--- src/rtl/rm2q_pkg.sv ---
// Shared types and constants for the rotation matrix to quaternion pipeline.
// No dependencies.
package rm2q_pkg;

    typedef enum logic [1:0] {
        CASE_TRACE = 2'd0,
        CASE_X     = 2'd1,
        CASE_Y     = 2'd2,
        CASE_Z     = 2'd3
    } t_case;

    typedef struct packed {
        t_case cs;
        logic  degen;
    } t_ctl;

    // magnitudes are scaled below 2^MAG_LIMIT_LOG2 before squaring
    localparam int MAG_LIMIT_LOG2 = 30;

endpackage

--- src/rtl/rm2q_front.sv ---
// Front end: case selection, component vector, magnitude scaling, sum of squares.
// Depends on rm2q_pkg.
module rm2q_front #(
    parameter int DATA_WIDTH = 16,
    parameter int FRAC_BITS  = 14,
    parameter int VW         = 19,
    parameter int MW         = 19,
    parameter int SW         = 40
) (
    input  logic                          i_clk,
    input  logic                          i_rst_n,
    input  logic                          i_vld,
    input  logic [8:0][DATA_WIDTH-1:0]    i_m,
    output logic                          o_vld,
    output rm2q_pkg::t_ctl                o_ctl,
    output logic [3:0]                    o_neg,
    output logic [3:0][MW-1:0]            o_mag,
    output logic [SW-1:0]                 o_sum
);
    import rm2q_pkg::*;

    localparam logic signed [VW-1:0] ONE_V = VW'(64'sd1 << FRAC_BITS);
    localparam int KMAX = (VW > MAG_LIMIT_LOG2) ? VW - MAG_LIMIT_LOG2 : 0;
    localparam int KW   = $clog2(KMAX + 2);

    // stage 1: input capture
    logic                          r1_vld;
    logic [8:0][DATA_WIDTH-1:0]    r1_m;

    // stage 2: case and vector
    logic signed [VW-1:0]  e [9];
    logic signed [VW-1:0]  trace;
    logic signed [VW-1:0]  t;
    logic signed [VW-1:0]  n_v [4];
    t_ctl                  n_ctl2;
    logic                  r2_vld;
    logic signed [VW-1:0]  r2_v [4];
    t_ctl                  r2_ctl;

    // stage 3: magnitudes and max
    logic [3:0][VW-1:0]    n_mag3;
    logic [3:0]            n_neg3;
    logic [VW-1:0]         big01, big23, n_big;
    logic                  r3_vld;
    logic [3:0][VW-1:0]    r3_mag;
    logic [3:0]            r3_neg;
    logic [VW-1:0]         r3_big;
    t_ctl                  r3_ctl;

    // stage 4: scale
    logic [KW-1:0]         k;
    logic [3:0][MW-1:0]    n_mag4;
    logic                  r4_vld;
    logic [3:0][MW-1:0]    r4_mag;
    logic [3:0]            r4_neg;
    t_ctl                  r4_ctl;

    // stage 5: squares
    logic                  r5_vld;
    logic [3:0][2*MW-1:0]  r5_sq;
    logic [3:0][MW-1:0]    r5_mag;
    logic [3:0]            r5_neg;
    t_ctl                  r5_ctl;

    // stage 6: sum
    logic                  r6_vld;
    logic [SW-1:0]         r6_sum;
    logic [3:0][MW-1:0]    r6_mag;
    logic [3:0]            r6_neg;
    t_ctl                  r6_ctl;

    always_ff @(posedge i_clk) begin
        if (!i_rst_n) begin
            r1_vld <= 1'b0;
            r2_vld <= 1'b0;
            r3_vld <= 1'b0;
            r4_vld <= 1'b0;
            r5_vld <= 1'b0;
            r6_vld <= 1'b0;
        end else begin
            r1_vld <= i_vld;
            r2_vld <= r1_vld;
            r3_vld <= r2_vld;
            r4_vld <= r3_vld;
            r5_vld <= r4_vld;
            r6_vld <= r5_vld;
        end
    end

    always_ff @(posedge i_clk) begin
        r1_m <= i_m;
    end

    always_comb begin
        for (int i = 0; i < 9; i++) begin
            e[i] = {{(VW-DATA_WIDTH){r1_m[i][DATA_WIDTH-1]}}, r1_m[i]};
        end
        trace = e[0] + e[4] + e[8];
        if (trace > 0) begin
            n_ctl2.cs = CASE_TRACE;
            t      = ONE_V + trace;
            n_v[0] = e[7] - e[5];
            n_v[1] = e[2] - e[6];
            n_v[2] = e[3] - e[1];
            n_v[3] = t;
        end else if (e[0] > e[4] && e[0] > e[8]) begin
            n_ctl2.cs = CASE_X;
            t      = ONE_V + e[0] - e[4] - e[8];
            n_v[0] = t;
            n_v[1] = e[1] + e[3];
            n_v[2] = e[2] + e[6];
            n_v[3] = e[7] - e[5];
        end else if (e[4] > e[8]) begin
            n_ctl2.cs = CASE_Y;
            t      = ONE_V - e[0] + e[4] - e[8];
            n_v[0] = e[1] + e[3];
            n_v[1] = t;
            n_v[2] = e[5] + e[7];
            n_v[3] = e[2] - e[6];
        end else begin
            n_ctl2.cs = CASE_Z;
            t      = ONE_V - e[0] - e[4] + e[8];
            n_v[0] = e[2] + e[6];
            n_v[1] = e[5] + e[7];
            n_v[2] = t;
            n_v[3] = e[3] - e[1];
        end
        n_ctl2.degen = (t <= 0);
    end

    always_ff @(posedge i_clk) begin
        r2_v   <= n_v;
        r2_ctl <= n_ctl2;
    end

    always_comb begin
        for (int i = 0; i < 4; i++) begin
            n_neg3[i] = r2_v[i][VW-1];
            n_mag3[i] = n_neg3[i] ? VW'(-r2_v[i]) : VW'(r2_v[i]);
        end
        big01 = (n_mag3[1] > n_mag3[0]) ? n_mag3[1] : n_mag3[0];
        big23 = (n_mag3[3] > n_mag3[2]) ? n_mag3[3] : n_mag3[2];
        n_big = (big23 > big01) ? big23 : big01;
    end

    always_ff @(posedge i_clk) begin
        r3_mag <= n_mag3;
        r3_neg <= n_neg3;
        r3_big <= n_big;
        r3_ctl <= r2_ctl;
    end

    // smallest right shift that brings the largest magnitude under the limit
    always_comb begin
        k = KW'(KMAX);
        for (int j = KMAX; j >= 0; j--) begin
            if (((r3_big >> j) >> MAG_LIMIT_LOG2) == '0) begin
                k = KW'(j);
            end
        end
        for (int i = 0; i < 4; i++) begin
            n_mag4[i] = MW'(r3_mag[i] >> k);
        end
    end

    always_ff @(posedge i_clk) begin
        r4_mag <= n_mag4;
        r4_neg <= r3_neg;
        r4_ctl <= r3_ctl;
    end

    always_ff @(posedge i_clk) begin
        for (int i = 0; i < 4; i++) begin
            r5_sq[i] <= (2*MW)'(r4_mag[i]) * (2*MW)'(r4_mag[i]);
        end
        r5_mag <= r4_mag;
        r5_neg <= r4_neg;
        r5_ctl <= r4_ctl;
    end

    always_ff @(posedge i_clk) begin
        r6_sum <= SW'(r5_sq[0]) + SW'(r5_sq[1]) + SW'(r5_sq[2]) + SW'(r5_sq[3]);
        r6_mag <= r5_mag;
        r6_neg <= r5_neg;
        r6_ctl <= r5_ctl;
    end

    assign o_vld = r6_vld;
    assign o_ctl = r6_ctl;
    assign o_neg = r6_neg;
    assign o_mag = r6_mag;
    assign o_sum = r6_sum;

endmodule

--- config.mk ---
export PLATFORM = sky130hd
export DESIGN_NAME = rm2q_front
export DESIGN_NICKNAME = d
export VERILOG_FILES = /design/src/rtl/rm2q_pkg.sv /design/src/rtl/rm2q_front.sv
export SDC_FILE = /design/constraint.sdc
export NUM_CORES = 2
export LEC_CHECK = 0
export ABC_AREA = 1
export BUFFER_PORTS_ARGS = -buffer_cell sky130_fd_sc_hd__buf_2
export CAP_MARGIN = 10
export CORE_MARGIN = 8
export CORE_UTILIZATION = 60
export CTS_BUF_LIST = sky130_fd_sc_hd__clkbuf_2
export CTS_CLUSTER_SIZE = 14
export DETAILED_ROUTE_END_ITERATION = 12
export PLACE_DENSITY_LB_ADDON = 0.12
export SLEW_MARGIN = 10
export SYNTH_ARGS = -nofsm -noshare
export SYNTH_HDL_FRONTEND = slang
export SYNTH_SLANG_ARGS = --single-unit
export TNS_END_PERCENT = 5
--- constraint.sdc ---
create_clock -name i_clk -period 6.8 [get_ports i_clk]
set_input_delay 0.34 -clock i_clk [delete_from_list [all_inputs] [get_ports i_clk]]
set_output_delay 0.34 -clock i_clk [all_outputs]
set_load 0.05 [all_outputs]
# Yosys cells after proc, flatten, opt, wreduce, memory -nomap -nowiden
# Cells that the tools add are included.
[totals]
reg_bits = 753
input_bits = 147
elab_cells = 106
[op_classes]
add_sub_neg = 24
multipliers = 4
order_cmp = 5
muxes = 12
n_reduce_logical = 2
[ops]
columns = ["op", "n"]
rows = [
  ["76-bit two-way mux", 3],
  ["19-bit by 19-bit multiplier with 38-bit output", 4],
  ["19-bit negation", 4],
  ["18-bit two-way mux", 4],
  ["16-bit by 16-bit adder with 17-bit output", 4],
  ["19-bit two-way mux", 3],
  ["16-bit by 16-bit subtractor with 17-bit output", 3],
  ["16-bit > comparator", 3],
  ["39-bit by 38-bit adder with 40-bit output", 1],
  ["40-bit by 38-bit adder with 40-bit output", 1],
  ["38-bit by 38-bit adder with 39-bit output", 1],
  ["18-bit by 16-bit subtractor with 19-bit output", 2],
  ["17-bit by 16-bit adder with 18-bit output", 2],
  ["17-bit by 16-bit subtractor with 18-bit output", 2],
  ["16-bit by 18-bit adder with 19-bit output (first input constant)", 1],
  ["18-bit by 16-bit adder with 19-bit output", 1],
  ["19-bit by 1-bit less-or-equal comparator with 1-bit output (second input constant)", 1],
  ["18-bit by 1-bit > comparator with 1-bit output (second input constant)", 1],
  ["16-bit by 16-bit adder with 17-bit output (first input constant)", 1],
  ["16-bit by 16-bit subtractor with 17-bit output (first input constant)", 1],
  ["1-bit two-way mux", 2],
  ["2-bit OR reduction", 1],
  ["1-bit logical AND", 1],
]

# Logic depth before layout (Yosys ltp)
[logic_depth]
ltp_word = 7
depth_mapped = 30

# Worst setup path after synthesis
# Ideal clock, no wire load.
[synth_path]
kind = "register -> register"
startpoint = "reg r4_mag[48] (netlist bit)"
endpoint = "reg r5_sq[111] (netlist bit)"
arrival_ns = 5.847
required_ns = 6.680
setup_slack_ns = 0.834
stages_incl_launch_ff = 25
period_less_slack_ns = 5.966
cell_sequence = "dfxtp_1 > clkbuf_1 > clkbuf_1 > nand2_1 > fa_1 > inv_1 > fa_1 > inv_1 > fa_1 > inv_1 > fa_1 > fa_1 > inv_1 > fa_1 > inv_1 > ha_1 > nand2_1 > nor2_1 > inv_1 > nor4_1 > a21oi_1 > o21ai_0 > a21oi_1 > o211ai_1 > nand2_1"
[synth_between]
elab_chain_cells = 1
[synth_lines]
columns = ["item", "line_no", "text"]
rows = [
  ["start: declaration", "rm2q_front.sv:54", "logic [3:0][MW-1:0] r4_mag;"],
  ["start signal: assignment", "rm2q_front.sv:167", "r4_mag <= n_mag4;"],
  ["19-bit by 19-bit multiplier with 38-bit output", "rm2q_front.sv:174", "r5_sq[i] <= (2*MW)'(r4_mag[i]) * (2*MW)'(r4_mag[i]);"],
  ["end signal: indexed assignment", "rm2q_front.sv:174", ""],
  ["end: declaration", "rm2q_front.sv:60", "logic [3:0][2*MW-1:0] r5_sq;"],
]
# Every way passes these cells.
# A chain may end at the register's enable or synchronous reset.

# Worst setup path in the final report
[layout_path]
startpoint = "reg r4_mag[30] (netlist bit)"
endpoint = "reg r5_sq[71] (netlist bit)"
# The elaborated chain is that of the path after synthesis.

==> flow_summary.toml <==
[timing]
hold_violations = 0
max_slew_margin_pct = 23.3
fmax_mhz = 155
final.period_utilization_pct = 94.8
final-max-slew-violation-count = 0
setup_viol = 0
tns_ps = 0
layout_min_cycle_time_ps = 6450
setup_slack_ps = 352
worstMarginPinSlew_ps = 1150
finClkSkew_ps = 147
rsz0062_at_grt = "false"

[yosys]
syn_inst = 8592
synth_top_family_by_area = "adder cells"
yosysUniqueCellTypes = 69
async_reset_ff_share_pct = 0
synth-simple-area-share_pct = 12.6
synthFlopType = "dfxtp_1"
yosys_warnings = 0
seq_area_frac_synth_pct = 20.1
synth.mux.area_fraction_pct = 0.0404
synth_edf_count = 0
ys_ff_latch = 745
avgSynthCellArea_sq_um = 8.64
netlist_area_sq_um = 74200
synth_compound_area_share_pct = 6.42
synth_fa_ha_area_share_pct = 43.9
synth_xor_area_share_pct = 4.74

[routing]
first_pass_iters = 9
routed.top_layer = "met5"
wl_met1_um = 89400
wire_per_inst_um = 19.4
drt-vias-per-instance = 5.29
drt_iter0_markers = 4920
via_count = 59000
wl_met2_um = 101000
wl_met3_um = 15100
wl_um = 216000
drcViolationCount = 0
drtAntennaViolNets = 0

[floorplanning]
dieArea_sq_um = 135000
io_pins = 271
die_w_um = 368
die_h_um = 368
initial_core_util_pct = 60.2
rows = 129
fp.coreArea_sq_um = 123000

[placement]
finalWeightedCongestion = 1.00
dp_slack_ps = 190
hpwl_um = 170000
port_buffers = 270

[grt]
grt_max_degree = 86
grt_pass1_vias = 63500
grt_first_pass_wirelength_um = 345000
antenna_found_initial = 13
grt_overflow = 0
track_usage_pct = 32.3

[finish]
post-route-util_pct = 68.0
synthToLayoutAreaGrowth_pct = 12.9
final_layout_size_suffix_gt1_share_pct = 7.81
nets = 11400

[worst_setup_path]
worstRegToRegCells = 26
critPathRequiredTime_ps = 8290
slowest_stage = "dfxtp_1"
cp_data_arrival_time_ps = 7940
cpMostUsedCell = "nand2_1"
criticalPathCategory = "register to register"
crit_path_start_kind = "register"
endpoint_kind = "register"
cp_num_buf_inv = 6
critPathTopFamily = "adder cells"
cpPeakStageDelay_ps = 850
crit_fanout = 15
cp.depth = 26

[clock_network]
clockBufferDepth = 3
cts_tree = "yes"
clock-sinks = 745
cts_buffers = 187
clock_latency_ps = 1650
h-tree-depth = 4
cts_setup_buffers = 0
clk_pin_slew_ps = 100
cts-root-buf = "clkbuf_2"

[min_path]
worstHoldPathCells = 0
hp-class = "register to register"

[flow_run]
maxCapViolations = 0

[status]
status = "finished clean"
[cell usage after synthesis, drive strengths merged, types with 2 or more instances]
library cell,n,area (sq um)
or2,22,138
o2111ai,6,52.6
o22ai,10,62.6
a31oi,45,282
a211oi,14,105
fa,1141,22800
nand2,1584,5970
o21bai,30,229
nor3b,5,37.5
nor4,21,131
buf,88,447
o21a,19,143
nand4,37,246
o21ai,243,1230
xor2,302,2650
nand3b,9,67.6
o211ai,18,135
clkinv,3,11.3
a21oi,358,1810
a41oi,3,26.3
o221ai,14,123
conb,2,7.51
a22o,2,17.5
a21o,29,218
o31ai,8,65.1
a22oi,3,27.5
clkbuf,134,504
mux2i,3,30.0
dfxtp,745,14900
ha,777,9720
or3,2,12.5
nand3,200,1030
nor2,345,1330
nor3,67,345
a221oi,6,52.6
xnor2,100,876
a21boi,18,139
inv,2170,8150
[logic make-up (layout without fill, tap and decap cells)]
logic type	after synthesis	count (layout)
buffers and inverters	2395	3314
DFF	745	745
muxes	3	3
other	2	14
and+or+nand+nor	2296	2296
AOI/OAI and AO/OA	831	831
xor gates and xnor gates	402	402
adders and majority gates	1918	1918
[registers in the layout, summed over array words and instances (netlist names), 4 cells and up]
name	cells
r4_neg	4
n_mag4	76
r4_mag	76
r5_sq	144
r3_neg	4
o_sum	40
r2_v	72
o_neg	4
n_neg3	4
o_mag	76
e	144
r5_neg	4
r5_mag	76
[final cells by class]
type | instances | area (sq um)
Multi-Input combinational cell | 5453 | 50200
Fill cell | 9977 | 39500
Sequential cell | 745 | 14900
Inverter | 2173 | 8160
Timing Repair Buffer | 811 | 6550
Tap cell | 1637 | 2050
Clock buffer | 256 | 1280
Clock inverter | 74 | 588
Antenna cell | 11 | 27.5
[final timing paths]
check / from / endpoint / slack, ps
worst min register to register: n_mag4[70] / r4_mag[70] / 220
worst min-delay path: n_mag4[70] / r4_mag[70] / 220
worst max-delay path: r4_mag[30] / r5_sq[71] / 350
worst max register to register: r4_mag[30] / r5_sq[71] / 350
[metal layers]
layer,vias to the layer above,GRT usage [%]
met1,28700,41.6
li1,27400,-
met3,583,5.83
met2,2388,53.7
met5,-,0
met4,10,13.7
[through the flow]
stage | cells | area [sq um] | hold WS [ps]
finish | 11200 | 83800 | 216
detailed placement | 10400 | 77500 | 312
CTS | 11100 | 83800 | 108
floorplan | 8593 | 74300 | 310
global placement | 10400 | 77500 | 310
global route | 11200 | 83800 | 197
[timing repair]
| item | in CTS | in global routing |
|---|---|---|
| gates resized for setup | 0 | 9 |
| setup endpoints to repair | 0 | 11 |
| endpoints found under the hold margin | 150 | 0 |
| hold buffers | 440 | 0 |
[cells in the final DEF (no fill, tap or decap), types with 8 or more instances in the layout]
cell type         n
a211oi_1         14
nor4_1           20
inv_1          2162
a21oi_1         352
o22ai_1          10
diode_2          11
a21o_1           29
dlygate4sd3_1   440
xnor2_1         100
clkinv_1         37
dfxtp_1         737
nand4_1          36
nor2_1          339
o21ai_1          47
bufinv_16         9
nor3_1           65
buf_2           270
inv_2            10
o221ai_1         14
a31oi_1          45
o21bai_1         29
o21a_1           19
xor2_1          302
or2_2            22
clkinv_2         20
ha_1            777
a21boi_1         11
buf_4            98
nand3b_1          9
nand2_1        1576
nand3_1         195
o211ai_1         18
clkbuf_2        256
o21ai_0         192
fa_1           1141
dfxtp_2           8
Power is not shown: default switching activity piles up to over one toggle a cycle in this logic, so the estimate is an artifact.
