<file path="config.mk">
export PLATFORM = sky130hd
export DESIGN_NAME = rm2q_isqrt
export DESIGN_NICKNAME = d
export VERILOG_FILES = /design/src/rtl/rm2q_pkg.sv /design/src/rtl/rm2q_isqrt.sv
export SDC_FILE = /design/constraint.sdc
export NUM_CORES = 1
export LEC_CHECK = 0
export BUFFER_PORTS_ARGS = -buffer_cell sky130_fd_sc_hd__buf_4
export CAP_MARGIN = 25
export CORE_ASPECT_RATIO = 1.2
export CORE_MARGIN = 1
export CORE_UTILIZATION = 57
export CTS_CLUSTER_DIAMETER = 150
export CTS_CLUSTER_SIZE = 24
export DETAILED_ROUTE_END_ITERATION = 8
export HOLD_SLACK_MARGIN = 0.1
export PLACE_DENSITY_LB_ADDON = 0.15
export SLEW_MARGIN = 20
export SYNTH_ARGS = -nofsm -noshare
export SYNTH_HDL_FRONTEND = slang
export SYNTH_SLANG_ARGS = --single-unit
export TNS_END_PERCENT = 50
</file>
<file path="constraint.sdc">
create_clock -name i_clk -period 5.1 [get_ports i_clk]
set_clock_uncertainty 0.2 [all_clocks]
set_input_delay 0 -clock i_clk [delete_from_list [all_inputs] [get_ports i_clk]]
set_output_delay 0 -clock i_clk [all_outputs]
set_load 0.05 [all_outputs]
</file>
<file path="src/rtl/rm2q_pkg.sv">
// Shared types and constants for the rotation matrix to quaternion pipeline.
// No dependencies.
package rm2q_pkg;

    typedef enum logic [1:0] {
        CASE_TRACE = 2'd0,
        CASE_X     = 2'd1,
        CASE_Y     = 2'd2,
        CASE_Z     = 2'd3
    } t_case;

    typedef struct packed {
        t_case cs;
        logic  degen;
    } t_ctl;

    // magnitudes are scaled below 2^MAG_LIMIT_LOG2 before squaring
    localparam int MAG_LIMIT_LOG2 = 30;

endpackage

</file>
<file path="src/rtl/rm2q_isqrt.sv">
// Pipelined integer square root, one root bit per stage, with sideband.
// Depends on rm2q_pkg.
module rm2q_isqrt #(
    parameter int SW     = 40,
    parameter int RW     = 20,
    parameter int SIDE_W = 8
) (
    input  logic              i_clk,
    input  logic              i_rst_n,
    input  logic              i_vld,
    input  logic [SW-1:0]     i_rad,
    input  logic [SIDE_W-1:0] i_side,
    output logic              o_vld,
    output logic [RW-1:0]     o_root,
    output logic [SIDE_W-1:0] o_side
);
    import rm2q_pkg::*;

    // remainder = radicand - root^2 as bits are settled MSB first
    logic [SW:0]       s_rem  [RW];
    logic [RW-1:0]     s_root [RW];
    logic [SIDE_W-1:0] s_side [RW];
    logic              s_vld  [RW];
    logic [SW:0]       r_rem  [RW];
    logic [RW-1:0]     r_root [RW];
    logic [SIDE_W-1:0] r_side [RW];
    logic              r_vld  [RW];

    assign s_rem[0]  = (SW+1)'(i_rad);
    assign s_root[0] = '0;
    assign s_side[0] = i_side;
    assign s_vld[0]  = i_vld;

    for (genvar j = 0; j < RW; j++) begin : g_stage
        localparam int B = RW - 1 - j;
        logic [SW:0]   trial;
        logic [SW:0]   n_rem;
        logic [RW-1:0] n_root;

        if (j > 0) begin : g_link
            assign s_rem[j]  = r_rem[j-1];
            assign s_root[j] = r_root[j-1];
            assign s_side[j] = r_side[j-1];
            assign s_vld[j]  = r_vld[j-1];
        end

        always_comb begin
            trial = ((SW+1)'(s_root[j]) << (B + 1)) + ((SW+1)'(1) << (2 * B));
            if (s_rem[j] >= trial) begin
                n_rem  = s_rem[j] - trial;
                n_root = s_root[j] | (RW'(1) << B);
            end else begin
                n_rem  = s_rem[j];
                n_root = s_root[j];
            end
        end

        always_ff @(posedge i_clk) begin
            if (!i_rst_n) begin
                r_vld[j] <= 1'b0;
            end else begin
                r_vld[j] <= s_vld[j];
            end
        end

        always_ff @(posedge i_clk) begin
            r_rem[j]  <= n_rem;
            r_root[j] <= n_root;
            r_side[j] <= s_side[j];
        end
    end

    assign o_vld  = r_vld[RW-1];
    assign o_root = r_root[RW-1];
    assign o_side = r_side[RW-1];

endmodule

</file>
### Word level (Yosys, flattened, before mapping)

Memory sizes are Yosys's and may differ from the RTL's.
Index checks and enable logic that the tools add are counted.

| storage, ports and cells | value |
|---|---|
| register bits after elaboration | 0 |
| RAM bits | 1400 |
| bits of input ports | 51 |
| output and inout bits | 29 |
| word-level logic and storage cells | 145 |
| memories kept | 4 |

| cells by class | value |
|---|---|
| $add $sub $neg | 39 |
| order comparisons | 20 |
| mux-type cells | 62 |
| bitwise logic cells | 20 |

Memory list:

| memory | words | bits a word | rd ports | clocked after memory_dff | wr ports | RTL line | RTL |
|---|---|---|---|---|---|---|---|
| r_rem | 20 | 41 | 19 | 0 | 20 | rm2q_isqrt.sv:24 | `logic [SW:0] r_rem [RW];` |
| r_root | 20 | 20 | 20 | 0 | 20 | rm2q_isqrt.sv:25 | `logic [RW-1:0] r_root [RW];` |
| r_side | 20 | 8 | 20 | 0 | 20 | rm2q_isqrt.sv:26 | `logic [SIDE_W-1:0] r_side [RW];` |
| r_vld | 20 | 1 | 20 | 0 | 20 | rm2q_isqrt.sv:27 | `logic r_vld [RW];` |

Operators by type and width:

| kind | number |
|---|---|
| 2-to-1 mux 41 bit | 20 |
| >= comparator 41 x 22 -> 1 bit | 1 |
| >= comparator 41 x 23 -> 1 bit | 1 |
| >= comparator 41 x 24 -> 1 bit | 1 |
| >= comparator 41 x 25 -> 1 bit | 1 |
| >= comparator 41 x 26 -> 1 bit | 1 |
| >= comparator 41 x 27 -> 1 bit | 1 |
| >= comparator 41 x 28 -> 1 bit | 1 |
| >= comparator 41 x 29 -> 1 bit | 1 |
| >= comparator 41 x 30 -> 1 bit | 1 |
| >= comparator 41 x 31 -> 1 bit | 1 |
| >= comparator 41 x 32 -> 1 bit | 1 |
| >= comparator 41 x 33 -> 1 bit | 1 |
| >= comparator 41 x 34 -> 1 bit | 1 |
| >= comparator 41 x 35 -> 1 bit | 1 |
| >= comparator 41 x 36 -> 1 bit | 1 |
| >= comparator 41 x 37 -> 1 bit | 1 |
| >= comparator 41 x 38 -> 1 bit | 1 |
| >= comparator 41 x 39 -> 1 bit | 1 |
| >= comparator 41 x 40 -> 1 bit | 1 |
| subtractor 40 x 39 -> 41 bit, second input constant | 1 |
| subtractor 41 x 23 -> 41 bit | 1 |
| subtractor 41 x 24 -> 41 bit | 1 |
| subtractor 41 x 25 -> 41 bit | 1 |
| 57 further kinds | 98 |

### Longest topological paths before layout

Gate-level depths: netlist (run 1).
An unclocked memory read counts as a cell.

| depth | value |
|---|---|
| depth in word-level cells | 4 |
| gate-level depth with buffers | 12 |

### Worst setup path before layout (run 1)

Ideal clock, no wire load.

| timing path | value |
|---|---|
| path type | flip-flop to flip-flop |
| from | memory r_root[15][17], in the netlist r_root[3][77] |
| to | memory r_rem[16][40] in the netlist's numbering |
| setup time | 0.118 ns |
| arrival | 2.749 ns |
| data required time | 4.782 ns |
| setup slack | 2.033 ns |
| cell stages (with the launch flop) | 12 |
| buffers on the path | 1 |
| clock period less this slack | 3.067 ns |
| cells stage by stage | dfxtp_1 -> inv_1 -> ha_1 -> clkbuf_1 -> nand4_1 -> or4_1 -> nor4_1 -> or4_4 -> nor3_4 -> a2111oi_1 -> nand2_1 -> xnor2_1 |

RTL lines:

| item | RTL line |
|---|---|
| start, declared | rm2q_isqrt.sv:25 |
| end, declared | rm2q_isqrt.sv:24 |

==> flow_metrics.env, run 1 <==
export IMPL_first_iter_violations=1169
export IMPL_synthCells=3843
export IMPL_grt_pass1_wl_um=135000
export IMPL_overflow=0
export IMPL_ant_nets=0
export IMPL_setup_violations=0
export IMPL_async_flop_share=0
export IMPL_fmax_ghz=0.233
export IMPL_insertion_delay_ps=660
export IMPL_vias=26400
export IMPL_cts_tree="done"
export IMPL_grt_max_degree=37
export IMPL_yosysWarnings=0
export IMPL_drc=0
export IMPL_worst_setup_path_start_kind="flop"
export IMPL_powerDensity_nw_per_um2=502
export IMPL_r2r_end="r_rem[16][40]"
export IMPL_status="complete, no violations"
export IMPL_nets=4303
export IMPL_ctsResizeCount=0
export IMPL_antenna_found_initial=3
export IMPL_h_tree_depth=2
export IMPL_p_leak_nw=20.2
export IMPL_grt_total_usage=0.238
export IMPL_worstSetupStartpoint="r_root[3][77]"
export IMPL_critPathKind="reg -> reg"
export IMPL_ff2ff_setup_slack_ps=800
export IMPL_drv_cap=0
export IMPL_reg2reg_depth=10
export IMPL_synth_edf_count=0
export IMPL_worstPathRequired_ps=5440
export IMPL_via_per_inst=5.34
export IMPL_grt_pass1_vias=26600
export IMPL_drive_above_1_share=0.0549
export IMPL_min_period_ps=4300
export IMPL_routed_wl_um=86200
export IMPL_min_path_cells=0
export IMPL_routedWlPerCell_um=17.4
export IMPL_fillers=5608
export IMPL_firstDrtPassIters=7
export IMPL_yosysSeqAreaShare=0.576
export IMPL_drv_slew=0
export IMPL_cts_max_path_buffers=3
export IMPL_end_kind="flop"
export IMPL_ys_flop_type="dfxtp_1"
export IMPL_cp_max_fo=10
export IMPL_io_pins=80
export IMPL_hold_buffers=102
export IMPL_fp_coreArea_um2=70000
export IMPL_r2r_start="r_root[3][77]"
export IMPL_layout_common_cells="dfxtp_1, inv_1, nand2_1"
export IMPL_finalHoldViolations=0
export IMPL_cts_clk_slew_worst_paths_ps=90
export IMPL_synthDistinctLibCells=87
export IMPL_worstSetupEndpoint="r_rem[16][40]"
export IMPL_num_rows=106
export IMPL_post_place_ws_ps=731
export IMPL_cts_sinks=1169
export IMPL_synth_avg_cell_area_um2=10.6
export IMPL_syn2layout_area_growth_pct=9.84
export IMPL_port_buffers=79
export IMPL_die_h_um=294
export IMPL_cts_setup_buffers=0
export IMPL_gp_congestion=0.938
export IMPL_finalCritPeriodShare=0.843
export IMPL_slew_headroom=0.332
export IMPL_floorplan_initialDensity=0.580
export IMPL_syn_area_um2=40600
export IMPL_dieArea_um2=72300
export IMPL_synth_nets=4120
export IMPL_rsz0062_at_grt="no"
export IMPL_clockRootBuffer="clkbuf_16"
export IMPL_worst_slew_pin_slew_ps=977
export IMPL_final_common_cell="dfxtp_1"
export IMPL_die_width_um=246
export IMPL_hpwl_um=66400
export IMPL_finalWorstSetupSlack_ps=801
export IMPL_ir_worst_vdd_uv=379
export IMPL_fin_tns_setup_ps=0
export IMPL_cts_made_buffers=54
export IMPL_final_util=0.637
export IMPL_ys_seq_elements=1169
export IMPL_cp_arrival_ps=4640
export IMPL_worstHoldPathType="reg -> reg"
stage by stage:
step | hold WS (ps) | power (W) | instance area (µm²) | std cells
2_1_floorplan | -172 | 0.0162 | 40600 | 3843
3_3_place_gp | -95.6 | 0.0179 | 42100 | 4783
3_5_place_dp | -94.6 | 0.0179 | 42100 | 4783
4_1_cts | 126 | 0.0225 | 44600 | 4943
5_1_grt | 135 | 0.0237 | 44600 | 4949
6_report | 127 | 0.0224 | 44600 | 4949
cell type report:
cell class	count	area [µm²]	share of cell area
diodes	3	7.51	0.000168
repair buffers	195	1720	0.0386
clock inverters	4	67.6	0.00151
multi-input cells	2328	15900	0.356
flip-flops and latches	1169	23400	0.524
well taps	918	1150	0.0257
clock buffers	54	1350	0.0303
inverters	278	1040	0.0234
registers in the layout, summed over array words and instances (netlist names):
register,cells
r_root,210
r_vld,20
r_rem,779
r_side,160
per-layer routing:
metal	track usage	up-vias	share of wire
met5	0	-	0
met4	0.123	0	0.054
met3	0.0256	179	0.021
met2	0.506	369	0.58
met1	0.212	12300	0.35
li1	-	13600	-
where the power goes:
group	internal (W)	switching (W)
Combinational	0.00247	0.00298
Clock	0.00192	0.00269
Sequential	0.0109	0.00142
Total	0.0153	0.00709
kinds of logic after synthesis:
| kind of cell | count (synthesis) | share of synthesized area |
|---|---|---|
| multiplexers | 27 | 0.00730 |
| AO/OA/AOI/OAI | 659 | 0.103 |
| other | 1 | 0.0000923 |
| buffers and inverters | 346 | 0.0334 |
| AND/OR/NAND/NOR | 1092 | 0.141 |
| adder cells (fa/ha/maj) | 226 | 0.0696 |
| flip-flops | 1169 | 0.576 |
| XOR/XNOR | 323 | 0.0696 |
how the worst min path moves through the flow:
stage | start | endpoint | slack [ps]
after detailed placement | i_rad[27] | r_rem[0][27] | -90
after global routing | r_side[4][23] | r_side[4][31] | 140
after global placement | i_rad[18] | r_rem[0][18] | -100
final | r_side[3][24] | r_side[4][0] | 130
after CTS | r_rem[8][10] | r_rem[9][10] | 130
after floorplan | i_rad[0] | r_rem[0][0] | -170
synthesized netlist by cell type (all sizes together) (46+ instances only):
library cell | instances | share of area
o21ai | 200 | 0.025
a21o | 69 | 0.013
nor2 | 194 | 0.018
inv | 278 | 0.026
xnor2 | 142 | 0.031
nand2b | 48 | 0.0074
nor3 | 122 | 0.015
nand3 | 49 | 0.0060
a21oi | 159 | 0.020
clkbuf | 46 | 0.0043
ha | 226 | 0.070
dfxtp | 1169 | 0.58
nand2 | 272 | 0.025
xor2 | 181 | 0.039
o21a | 47 | 0.0087
nor4 | 124 | 0.020
critical path, stage by stage, from the launching register on:
cell       delay [ps]
dfxtp_1           370
inv_1              50
ha_1              460
nand4_1           210
or4_1             600
nor4_1            820
or4_4             290
nor3_4             50
a2111oi_1         820
nand2_1           140
xnor2_1           170
(Power assumes the default switching activity.)
==> run 2: changes to the inputs <==
- clock period: 5.1 -> 4.1 ns (I/O delays scaled with it)
==> run 2 against run 1 <==
Net effect: sequential share of layout area decreased by 0.14 points; total power increased by 25%; flip-flop and latch count unchanged; critical endpoint is now r_rem[16][29]; utilization increased by 0.17 points; combinational power increased by 24%; highest routed layer unchanged; sequential power increased by 24%; largest power group unchanged.
==> flow_metrics.env, run 2 (same netlist as run 1, synthesis figures left out) <==
export IMPL_drv_slew=0
export IMPL_fmax_ghz=0.272
export IMPL_power_frac_clock=0.205
export IMPL_cts_max_path_buffers=3
export IMPL_end_kind="flop"
export IMPL_min_period_ps=3680
export IMPL_dieArea_um2=72300
export IMPL_power_frac_seq=0.552
export IMPL_ctsResizeCount=0
export IMPL_setup_violations=0
export IMPL_via_per_inst=5.37
export IMPL_swShare=0.317
export IMPL_status="complete, no violations"
export IMPL_grt_pass1_wl_um=136000
export IMPL_p_leak_nw=20.3
export IMPL_drv_cap=0
export IMPL_port_buffers=79
export IMPL_critPathKind="reg -> reg"
export IMPL_powerDensity_nw_per_um2=624
export IMPL_ant_nets=0
export IMPL_crit_family="simple AND/OR/NAND/NOR gates"
export IMPL_post_place_ws_ps=443
export IMPL_internal_power_w=0.0191
export IMPL_worstHoldPathType="reg -> reg"
export IMPL_nets=4318
export IMPL_finalPower_w=0.0279
export IMPL_largest_reg_flops=779
export IMPL_finalWorstSetupSlack_ps=419
export IMPL_ir_worst_vdd_uv=431
export IMPL_floorplan_initialDensity=0.580
export IMPL_final_common_cell="dfxtp_1"
export IMPL_combPwrFrac=0.243
export IMPL_firstDrtPassIters=7
export IMPL_largestRegisters="r_rem x779, r_root x210, r_side x160"
export IMPL_first_iter_violations=987
export IMPL_num_rows=106
export IMPL_finalCritPeriodShare=0.898
export IMPL_layout_cells_non_filler=4962
export IMPL_routedWlPerCell_um=17.5
export IMPL_routed_wl_um=86800
export IMPL_worst_slew_pin_slew_ps=965
export IMPL_clockRootBuffer="clkbuf_16"
export IMPL_fin_tns_setup_ps=0
export IMPL_dp_cells=4801
export IMPL_top_register="r_rem"
export IMPL_cpPeakStageDelay_ps=600
export IMPL_slowest_stage="or4_1"
export IMPL_crit_chain="inv_1, ha_1, nand4_1, or4_1, nor4_1, buf_2, or4_4, nor3b_1, nand2_1, nor3_1, xor2_1"
export IMPL_cts_setup_buffers=0
export IMPL_cp_arrival_ps=4070
export IMPL_finalHoldViolations=0
export IMPL_gp_congestion=0.948
export IMPL_io_pins=80
export IMPL_insertion_delay_ps=660
export IMPL_hold_slack_ps=127
export IMPL_worstPathRequired_ps=4490
export IMPL_grt_total_usage=0.241
export IMPL_p_switching_w=0.00884
export IMPL_cts_made_buffers=54
export IMPL_antenna_found_initial=2
export IMPL_cp_max_fo=10
export IMPL_h_tree_depth=2
export IMPL_die_width_um=246
export IMPL_drive_above_1_share=0.0584
export IMPL_cts_sinks=1169
export IMPL_syn2layout_area_growth_pct=10.1
export IMPL_hold_buffers=102
export IMPL_die_h_um=294
export IMPL_critPathBufInv=2
export IMPL_layout_common_cells="dfxtp_1, inv_1, nand2_1"
export IMPL_drc=0
export IMPL_cts_clk_slew_worst_paths_ps=90
export IMPL_vias=26600
export IMPL_slew_headroom=0.348
export IMPL_cts_tree="done"
export IMPL_overflow=0
export IMPL_hpwl_um=67400
export IMPL_fp_coreArea_um2=70000
export IMPL_worst_setup_path_start_kind="flop"
export IMPL_grt_max_degree=35
export IMPL_rsz0062_at_grt="no"
export IMPL_grt_pass1_vias=26900
run 2: power groups by stage:
stage | sequential, W | clock, W | combinational, W
final | 0.0154 | 0.00573 | 0.00677
after CTS | 0.0154 | 0.00588 | 0.00677
after detailed placement | 0.0157 | 0 | 0.00666
after global placement | 0.0156 | 0 | 0.00659
after floorplan | 0.0150 | 0 | 0.00525
after global routing | 0.0156 | 0.00632 | 0.00756
run 2: path summary, 6_finish.rpt:
check	start	cells after the start	slack [ps]	end
worst max-delay path	r_root[3][77]	11	420	r_rem[16][29]
worst min-delay path	r_side[3][2]	0	130	r_side[3][10]
worst max register to register	r_root[3][77]	11	420	r_rem[16][29]
worst min register to register	r_side[3][2]	0	130	r_side[3][10]
run 2: per-stage QoR:
stage | util | instance area [µm²]
2_1_floorplan | - | 40600
3_3_place_gp | 0.604 | 42300
3_5_place_dp | 0.604 | 42300
4_1_cts | 0.639 | 44700
5_1_grt | 0.639 | 44700
6_report | 0.639 | 44700
run 2: routing by layer:
layer  vias to the layer above  wire (µm)  part of all wire  global-route usage
li1                      13600          -                 -                   -
met1                     12400      29400              0.34               0.210
met2                       422      50300              0.58               0.510
met3                       213       1830             0.021              0.0258
met4                         0       5220             0.060               0.136
met5                         -          0                 0                   0
run 2: area by class of cell:
type	count	area, µm²
multi-input combinational	2328	15900
antenna	1	2.50
inverter	278	1040
clock inverter	4	67.6
sequential	1169	23400
tap	918	1150
clock buffer	54	1350
fill	5697	25300
timing repair buffer	210	1840
